## src/rtl/grg_pkg.sv

```systemverilog
// Shared types, constants and glyph font functions for the glyph rectangle generator.
`timescale 1ns / 1ps
package grg_pkg;

  localparam int GLYPH_ROWS = 7;
  localparam int GLYPH_COLS = 5;
  localparam int CELL_COUNT = GLYPH_ROWS * GLYPH_COLS;

  localparam logic [2:0] COL_LAST  = 3'(GLYPH_COLS - 1);
  localparam logic [2:0] ROW_LAST  = 3'(GLYPH_ROWS - 1);
  localparam logic [5:0] CELL_TOP  = 6'(CELL_COUNT - 1);
  localparam logic [5:0] CELL_NONE = 6'h3F;

  localparam logic REG_PIXEL_SIZE     = 1'b0;
  localparam logic REG_LETTER_SPACING = 1'b1;

  typedef logic [CELL_COUNT-1:0] glyph_cells_t;

  typedef struct packed {
    logic        valid;
    logic [15:0] x;
    logic [15:0] y;
    logic        last;
  } grg_rect_t;

  // Row 0 in the top bits, leftmost column first.
  function automatic glyph_cells_t glyph_cells(input logic [7:0] code);
    glyph_cells_t cells;
    case (code)
      "S":     cells = {5'h0E, 5'h11, 5'h10, 5'h0E, 5'h01, 5'h11, 5'h0E};
      "T":     cells = {5'h1F, 5'h04, 5'h04, 5'h04, 5'h04, 5'h04, 5'h04};
      "A":     cells = {5'h0E, 5'h11, 5'h11, 5'h1F, 5'h11, 5'h11, 5'h11};
      "R":     cells = {5'h1E, 5'h11, 5'h11, 5'h1E, 5'h14, 5'h12, 5'h11};
      "O":     cells = {5'h0E, 5'h11, 5'h11, 5'h11, 5'h11, 5'h11, 5'h0E};
      "P":     cells = {5'h1E, 5'h11, 5'h11, 5'h1E, 5'h10, 5'h10, 5'h10};
      "I":     cells = {5'h0E, 5'h04, 5'h04, 5'h04, 5'h04, 5'h04, 5'h0E};
      "N":     cells = {5'h11, 5'h19, 5'h15, 5'h13, 5'h11, 5'h11, 5'h11};
      "G":     cells = {5'h0E, 5'h11, 5'h10, 5'h17, 5'h11, 5'h11, 5'h0E};
      "Q":     cells = {5'h0E, 5'h11, 5'h11, 5'h11, 5'h15, 5'h12, 5'h0D};
      "U":     cells = {5'h11, 5'h11, 5'h11, 5'h11, 5'h11, 5'h11, 5'h0E};
      default: cells = '0;
    endcase
    return cells;
  endfunction

  // Index (row*5+col) of the final lit cell.
  function automatic logic [5:0] glyph_last_cell(input logic [7:0] code);
    logic [5:0] idx;
    case (code)
      "S", "O", "I", "G", "U": idx = 6'd33;
      "T":                     idx = 6'd32;
      "A", "R", "N", "Q":      idx = 6'd34;
      "P":                     idx = 6'd30;
      default:                 idx = CELL_NONE;
    endcase
    return idx;
  endfunction

endpackage

```

## src/rtl/glyph_rectangle_generator_core.sv

```systemverilog
// Top level of the glyph rectangle generator: config registers, sequencer and output register.
//
// Input channel in_*: one item per character. in_tdata holds the character code,
// start x and start y; in_tuser is the new-word flag, which loads the start
// position before drawing. Output channel out_*: one item per lit cell of the
// 5x7 glyph, the top-left corner of a square; out_tlast marks the final square
// of a character. Unknown characters give no items but still move the cursor.
// Sequence: an item is taken in the idle state, then the scan state steps through
// the 35 glyph cells (one cell per cycle through a single shared adder while the
// receiver does not stall) and the advance state adds the letter spacing to the cursor.
// Each lit cell's square is registered in the output register before it leaves.
// When the receiver stalls, the scan holds on a lit cell until the output
// register frees; in_tready stays low until the character is finished.
// Reset: cursor and line y to zero, pixel size and letter spacing to one.
// Config writes (cfg_we, cfg_addr 0 = pixel size, 1 = spacing) take effect at
// once and are to be made only while the block is idle.
`timescale 1ns / 1ps
module glyph_rectangle_generator_core (
  input  logic        clk,
  input  logic        rst_n,
  input  logic        cfg_we,
  input  logic        cfg_addr,
  input  logic [7:0]  cfg_wdata,
  input  logic        in_tvalid,
  output logic        in_tready,
  input  logic [39:0] in_tdata,   // char_code[7:0], start_x[23:8], start_y[39:24]
  input  logic        in_tuser,   // new_word
  output logic        out_tvalid,
  input  logic        out_tready,
  output logic [31:0] out_tdata,  // rect_x[15:0], rect_y[31:16]
  output logic        out_tlast   // last_of_char
);

  logic [5:0]          pixel_size_r;
  logic [7:0]          letter_spacing_r;
  logic                out_valid_r;
  logic [31:0]         out_data_r;
  logic                out_last_r;
  logic                slot_free;
  logic                seq_idle;
  grg_pkg::grg_rect_t  rect;

  assign slot_free  = !out_valid_r || out_tready;
  assign in_tready  = seq_idle;
  assign out_tvalid = out_valid_r;
  assign out_tdata  = out_data_r;
  assign out_tlast  = out_last_r;

  grg_seq u_seq (
    .clk            (clk),
    .rst_n          (rst_n),
    .start          (in_tvalid && seq_idle),
    .char_code      (in_tdata[7:0]),
    .new_word       (in_tuser),
    .start_x        (in_tdata[23:8]),
    .start_y        (in_tdata[39:24]),
    .pixel_size     (pixel_size_r),
    .letter_spacing (letter_spacing_r),
    .slot_free      (slot_free),
    .idle           (seq_idle),
    .rect           (rect)
  );

  always_ff @(posedge clk) begin
    if (!rst_n) begin
      pixel_size_r     <= 6'd1;
      letter_spacing_r <= 8'd1;
    end else if (cfg_we) begin
      case (cfg_addr)
        grg_pkg::REG_PIXEL_SIZE:     pixel_size_r     <= cfg_wdata[5:0];
        grg_pkg::REG_LETTER_SPACING: letter_spacing_r <= cfg_wdata;
        default: ;
      endcase
    end
  end

  always_ff @(posedge clk) begin
    if (!rst_n) begin
      out_valid_r <= 1'b0;
    end else if (rect.valid) begin
      out_valid_r <= 1'b1;
    end else if (out_tready) begin
      out_valid_r <= 1'b0;
    end
  end

  always_ff @(posedge clk) begin
    if (rect.valid) begin
      out_data_r <= {rect.y, rect.x};
      out_last_r <= rect.last;
    end
  end

endmodule

```

## src/rtl/grg_seq.sv

```systemverilog
// Cell scan sequencer with one shared 16-bit adder for coordinates and cursor.
`timescale 1ns / 1ps
module grg_seq (
  input  logic                 clk,
  input  logic                 rst_n,
  input  logic                 start,
  input  logic [7:0]           char_code,
  input  logic                 new_word,
  input  logic [15:0]          start_x,
  input  logic [15:0]          start_y,
  input  logic [5:0]           pixel_size,
  input  logic [7:0]           letter_spacing,
  input  logic                 slot_free,
  output logic                 idle,
  output grg_pkg::grg_rect_t   rect
);

  localparam logic [1:0] ST_IDLE = 2'd0;
  localparam logic [1:0] ST_SCAN = 2'd1;
  localparam logic [1:0] ST_ADV  = 2'd2;

  logic [1:0]                  state_r, state_nxt;
  logic [15:0]                 cursor_r, cursor_nxt;
  logic [15:0]                 row_y_r, row_y_nxt;
  logic [15:0]                 x_acc_r, x_acc_nxt;
  logic [15:0]                 y_acc_r, y_acc_nxt;
  logic [2:0]                  col_r, col_nxt;
  logic [2:0]                  row_r, row_nxt;
  logic [5:0]                  cell_r, cell_nxt;
  logic [5:0]                  last_r, last_nxt;
  grg_pkg::glyph_cells_t       cells_r, cells_nxt;

  logic                        lit;
  logic                        hold;
  logic                        row_wrap;
  logic [15:0]                 add_a, add_b, sum;

  assign lit      = cells_r[grg_pkg::CELL_TOP - cell_r];
  assign hold     = lit && !slot_free;
  assign row_wrap = (col_r == grg_pkg::COL_LAST) && (row_r != grg_pkg::ROW_LAST);
  assign idle     = (state_r == ST_IDLE);

  assign add_a = (state_r == ST_SCAN && row_wrap) ? y_acc_r : x_acc_r;
  assign add_b = (state_r == ST_ADV) ? {8'b0, letter_spacing} : {10'b0, pixel_size};
  assign sum   = add_a + add_b;

  always_comb begin
    rect.valid = (state_r == ST_SCAN) && lit && slot_free;
    rect.x     = x_acc_r;
    rect.y     = y_acc_r;
    rect.last  = (cell_r == last_r);
  end

  always_comb begin
    state_nxt  = state_r;
    cursor_nxt = cursor_r;
    row_y_nxt  = row_y_r;
    x_acc_nxt  = x_acc_r;
    y_acc_nxt  = y_acc_r;
    col_nxt    = col_r;
    row_nxt    = row_r;
    cell_nxt   = cell_r;
    last_nxt   = last_r;
    cells_nxt  = cells_r;
    case (state_r)
      ST_IDLE: begin
        if (start) begin
          if (new_word) begin
            cursor_nxt = start_x;
            row_y_nxt  = start_y;
            x_acc_nxt  = start_x;
            y_acc_nxt  = start_y;
          end else begin
            x_acc_nxt = cursor_r;
            y_acc_nxt = row_y_r;
          end
          col_nxt   = '0;
          row_nxt   = '0;
          cell_nxt  = '0;
          cells_nxt = grg_pkg::glyph_cells(char_code);
          last_nxt  = grg_pkg::glyph_last_cell(char_code);
          state_nxt = ST_SCAN;
        end
      end
      ST_SCAN: begin
        if (!hold) begin
          cell_nxt = cell_r + 6'd1;
          if (col_r != grg_pkg::COL_LAST) begin
            x_acc_nxt = sum;
            col_nxt   = col_r + 3'd1;
          end else if (row_r != grg_pkg::ROW_LAST) begin
            x_acc_nxt = cursor_r;
            y_acc_nxt = sum;
            col_nxt   = '0;
            row_nxt   = row_r + 3'd1;
          end else begin
            x_acc_nxt = sum;
            state_nxt = ST_ADV;
          end
        end
      end
      ST_ADV: begin
        cursor_nxt = sum;
        state_nxt  = ST_IDLE;
      end
      default: state_nxt = ST_IDLE;
    endcase
  end

  always_ff @(posedge clk) begin
    if (!rst_n) begin
      state_r  <= ST_IDLE;
      cursor_r <= '0;
      row_y_r  <= '0;
    end else begin
      state_r  <= state_nxt;
      cursor_r <= cursor_nxt;
      row_y_r  <= row_y_nxt;
    end
  end

  always_ff @(posedge clk) begin
    x_acc_r <= x_acc_nxt;
    y_acc_r <= y_acc_nxt;
    col_r   <= col_nxt;
    row_r   <= row_nxt;
    cell_r  <= cell_nxt;
    last_r  <= last_nxt;
    cells_r <= cells_nxt;
  end

endmodule

```

## config.mk

```make
export PLATFORM = sky130hd
export DESIGN_NAME = glyph_rectangle_generator_core
export DESIGN_NICKNAME = d
export VERILOG_FILES = /design/src/rtl/grg_pkg.sv /design/src/rtl/glyph_rectangle_generator_core.sv /design/src/rtl/grg_seq.sv
export SDC_FILE = /design/constraint.sdc
export NUM_CORES = 1
export LEC_CHECK = 0
export ABC_AREA = 1
export BUFFER_PORTS_ARGS = -buffer_cell sky130_fd_sc_hd__buf_2
export CAP_MARGIN = 20
export CORE_MARGIN = 3
export CORE_UTILIZATION = 59
export CTS_CLUSTER_SIZE = 8
export DETAILED_ROUTE_END_ITERATION = 8
export PLACE_DENSITY = 0.88
export SLEW_MARGIN = 20
export SYNTH_ARGS = -nofsm -noshare
export SYNTH_HDL_FRONTEND = slang
export SYNTH_SLANG_ARGS = --single-unit
```

## constraint.sdc

```tcl
create_clock -name clk -period 4.69 [get_ports clk]
set_input_delay 0.2345 -clock clk [delete_from_list [all_inputs] [get_ports clk]]
set_output_delay 0.2345 -clock clk [all_outputs]
set_load 0.02 [all_outputs]
```

==> results summary <==
The run finished with clean final reports. The count of endpoints failing hold in the final timing report is 0. Once the clock tree was built, the resizer swapped 0 gates to a different size. For the pin with the worst max-slew slack, the measured transition is 1.08 ns. The reported leakage power is 0.00400 uW. For this configuration, the core starts out at a cell density of 62.0%. The number of flops mapped to enable cells by yosys is 103.

The clock latency on the worst-skew pair came out at 0.44 ns. The core footprint is 0.0124 sq mm. In this run the critical register-to-register path is launched from u_seq.state_r[0]$_SDFFE_PN0P_.

The end-of-flow core utilization came out at 71.2%. The endpoint identified for the worst register-to-register timing path is u_seq.y_acc_r[14]$_DFFE_PP_. The setup slack on the worst flop-to-flop path came out at 1.15 ns.

After synthesis, the cell types taking the most area are sky130_fd_sc_hd__edfxtp_1 (40%), sky130_fd_sc_hd__dfxtp_1 (13%), sky130_fd_sc_hd__nand2_1 (9.9%). Cells with a size suffix above 1 make up 14.0% of the layout. Setup repair after global routing left no endpoint under its margin. The remaining global-route overflow came out at 0. CTS placed an instance of sky130_fd_sc_hd__clkbuf_16 at the clock tree root. The total routing resource utilization after global routing came out at 28.4%.

The tool flagged a number of max-cap violations equal to 0. The average detailed-routed wire length per instance came out at 17.2 um. The switching part of the total came out at 28.4%. The most critical setup path has its startpoint at u_seq.state_r[0]$_SDFFE_PN0P_. The portion of synthesized cell area occupied by the leading cell type is 40.4%. Of the total synthesized cell area, the portion taken by AND, OR, NAND and NOR gates is 20.9%. The fraction of the mapped netlist area in adder cells is 2.39%. The met3 usage came out at 6.97%. The number of setup violations in the final report came out at 0.

The number of buffers created by CTS is 17. TritonCTS built the clock tree. The max-slew violation total from the final report came out at 0. Hold timing on the final database bottoms out at a slack of 0.0329 ns. The weighted congestion reported at the end of routability-driven placement is 0.960.

The post-synthesis average cell area is 8.61 sq um. The required time at the worst-slack endpoint came out at 4.87 ns. The combinational share of power came out at 17.5%.

For this run, the detailed router's first-pass iteration total came to 5. The most repeated library cell on the critical path is sky130_fd_sc_hd__nand2_1. In this run the count of I/O pins placed on the die edge is 90.

The most congested layer reported by global routing is met2. The worst path buffer plus inverter count is 3. Cell internal power was estimated by the tool at 2630 uW. The worst setup path is of the flip-flop to flip-flop kind. The HPWL after detailed placement is 13.2 mm.

The worst path setup slack after routing came out at 1.15 ns. The critical path runs through a total of 18 cells. The most common cell after layout, fill and taps aside is sky130_fd_sc_hd__nand2_1. The deepest level of the CTS H-tree came out at 4.

Global routing used 46.6% of the available met2 tracks. The critical path's top delay family is simple AND/OR/NAND/NOR gates. The total detailed-routing wirelength is 19.7 mm. The number of hold-repair buffers added at the cts stage came out at 0. The part of the power in registers came out at 45.9%. The first-pass GRT wire length is 31.8 mm. Global routing consumed, on the met1 layer, 35.6% of the routing resources. Traced cell by cell, the critical path runs through inv_2, nor2_4, nand3_2, inv_2, nand2_1, nand2_1, ha_1, fa_1, nand2_1, o21ai_0, nand2_1, nand2_1, inv_1, nor2_2, nand2_1, nand2_1, and2_1, mux2i_1. The synthesized instance count is 889.

The final critical delay including setup and external delays came out at 3.54 ns. The power density over cell area is 418 mW/mm^2. STA classifies the critical path endpoint as a flip-flop. The power spent charging and discharging nets came out at 1050 uW. The standard-cell row count is 40. The min-delay analysis places its worst path in the category input port to flip-flop. The mux contribution to synthesized area is 2.88%. The post-CTS setup-driven buffer insertion count is 0. The biggest area consumer among synthesized cells is sky130_fd_sc_hd__edfxtp_1. The synthesized netlist occupies a cell area of 0.00766 sq mm.

The achievable frequency is 283 MHz. The worst clock skew came out at 0.00917 ns. The sequential fraction of the synthesis area is 53.2%. The die is 120 um tall. 0 antenna diodes ended up in the layout. The setup TNS came out at 0 ns. In this run the deepest clock path goes through 2 buffers. The cell type of the slowest stage on the worst timing path is sky130_fd_sc_hd__nor2_4. The number of buffers inserted by port buffering came out at 89. The final route contains 6724 vias. The layout net count came out at 1038.

The worst relative slew slack is 27.7%. The largest net degree at the start of global routing is 50. The xor and xnor area share after synthesis came out at 1.72%.

The library cells used most frequently in the layout, excluding fill and tap cells, are sky130_fd_sc_hd__nand2_1 (202), sky130_fd_sc_hd__inv_1 (119), sky130_fd_sc_hd__edfxtp_1 (103), sky130_fd_sc_hd__buf_2 (89), sky130_fd_sc_hd__nor2_1 (87). The fraction of power consumed by the clock network came out at 36.5%. The worst slack at placement came out at 1.38 ns. The number of global-route vias before repair was 6460. In this run, distinct cell masters in the synthesized netlist total 40. The path depth of the worst reg2reg path came out at 18. From left edge to right edge, the die measures 120 um. The critical path ends at u_seq.y_acc_r[14]$_DFFE_PP_.

The clock sink count came out at 152. The arrival time reported for the critical path endpoint is 3.71 ns. The Yosys warning count came out at 0. In the finished design, the share of the clock period the worst path needs comes to 75.4%. The area enclosed by the die boundary is 0.0144 sq mm. The total DRC errors in the routed layout came out at 0. The DRC violation total after the first TritonRoute iteration came out at 735. For this run, the leading register cell type out of synthesis is sky130_fd_sc_hd__edfxtp_1. STA classifies the critical path startpoint as a flip-flop. The number of nets in the synthesized netlist is 958. The longest individual stage delay on the worst path is 0.46 ns. Dividing the detail-routed via count by the number of cells gives 5.85. The remaining antenna violation count after routing is 0.

In this run the worst path has a maximum fanout of 25. The area growth from synthesis to layout is 14.9%. The clock input transition at the sequential cells of the worst setup and hold paths is 0.06 ns. In this run the most critical hold path is launched from cfg_wdata[0].

Counting flops with an async set or reset pin after synthesis yields a share of 0%. The worst voltage drop across the vdd grid is 0.000350 V. The combinational family with the most area after synthesis is simple AND/OR/NAND/NOR gates. The number of flip-flops and latches in the synthesized netlist came out at 152. The complex-gate fraction of the synthesized area is 11.0%. The initial antenna violation count is 0.
==> per-stage QoR <==
step                      power, uW  instance area [sq um]  std cells
after floorplan                2130                   7660        889
after global placement         2310                   8220       1118
after detailed placement       2330                   8220       1118
after CTS                      3660                   8800       1150
after global routing           3820                   8800       1150
final                          3680                   8800       1150
==> cell families after synthesis <==
kind of cell,Yosys count
flip-flops,152
multiplexers,22
adder cells (fa/ha/maj),14
buffers and inverters,157
AND/OR/NAND/NOR,383
AO/OA/AOI/OAI,146
XOR/XNOR,15
==> worst register-to-register path, delay by kind of cell, from the launching register on <==
kind            cells  cell delay [ns]
compound gates      1             0.34
flops               1             0.36
fa+ha+maj           2             0.39
buf+inv             3             0.54
mux                 1             0.07
simple gates       11             1.57
==> power groups by stage <==
| stage | registers [uW] | clock network [uW] | logic [uW] |
|---|---|---|---|
| 2_1_floorplan | 1720 | 0 | 414 |
| 4_1_cts | 1690 | 1340 | 633 |
| 3_3_place_gp | 1700 | 0 | 603 |
| 6_report | 1690 | 1340 | 645 |
| 3_5_place_dp | 1710 | 0 | 622 |
| 5_1_grt | 1700 | 1400 | 718 |
==> registers in the layout (all words and copies together) (netlist names) <==
register          count
u_seq.state_r         2
out_tvalid            1
out_tdata            32
pixel_size_r          6
u_seq.row_y_r        16
u_seq.cell_r          6
u_seq.col_r           3
out_tlast             1
u_seq.cursor_r       16
u_seq.row_r           3
u_seq.y_acc_r        16
letter_spacing_r      8
u_seq.last_r          4
u_seq.cells_r        22
u_seq.x_acc_r        16
==> routing by layer <==
metal	share of wire (%)	routed length, um
met4	3.8	754
met2	48	9460
met3	9.4	1850
met1	39	7670
met5	0	0
==> Yosys cell counts (3+ instances only) <==
master,n
sky130_fd_sc_hd__buf_2,4
sky130_fd_sc_hd__ha_1,13
sky130_fd_sc_hd__o211ai_1,4
sky130_fd_sc_hd__nor3_1,9
sky130_fd_sc_hd__mux2i_1,22
sky130_fd_sc_hd__edfxtp_1,103
sky130_fd_sc_hd__nor2_1,88
sky130_fd_sc_hd__clkbuf_1,24
sky130_fd_sc_hd__o21ai_1,12
sky130_fd_sc_hd__a21oi_1,35
sky130_fd_sc_hd__a22oi_1,13
sky130_fd_sc_hd__inv_2,3
sky130_fd_sc_hd__nor2_2,3
sky130_fd_sc_hd__or2_2,3
sky130_fd_sc_hd__nand4_1,8
sky130_fd_sc_hd__dfxtp_1,49
sky130_fd_sc_hd__inv_1,119
sky130_fd_sc_hd__xor2_1,10
sky130_fd_sc_hd__o221ai_1,5
sky130_fd_sc_hd__a211oi_1,13
sky130_fd_sc_hd__and2_1,4
sky130_fd_sc_hd__nand2_1,202
sky130_fd_sc_hd__xnor2_1,5
sky130_fd_sc_hd__o21ai_0,59
sky130_fd_sc_hd__nand3_1,58
sky130_fd_sc_hd__buf_1,4
==> worst min-delay path by stage <==
stage	end	slack (ns)	cells past startpoint
after CTS	pixel_size_r[0]$_SDFFE_PN1P_	0.03	3
final	pixel_size_r[0]$_SDFFE_PN1P_	0.03	3
after floorplan	letter_spacing_r[0]$_SDFFE_PN1P_	0.35	2
after detailed placement	out_tdata[15]$_DFFE_PP_	0.44	0
after global placement	u_seq.row_y_r[15]$_SDFFE_PN0P_	0.44	2
after global routing	pixel_size_r[0]$_SDFFE_PN1P_	0.04	3
==> area by class of cell <==
class | count | area [sq um]
repair buffers | 95 | 490
flip-flops and latches | 152 | 4070
multi-input cells | 580 | 2990
well taps | 168 | 210
fillers | 908 | 3560
clock inverters | 8 | 95.1
inverters | 123 | 462
clock buffers | 24 | 482
Note: power is estimated with default switching activity, not from simulation.
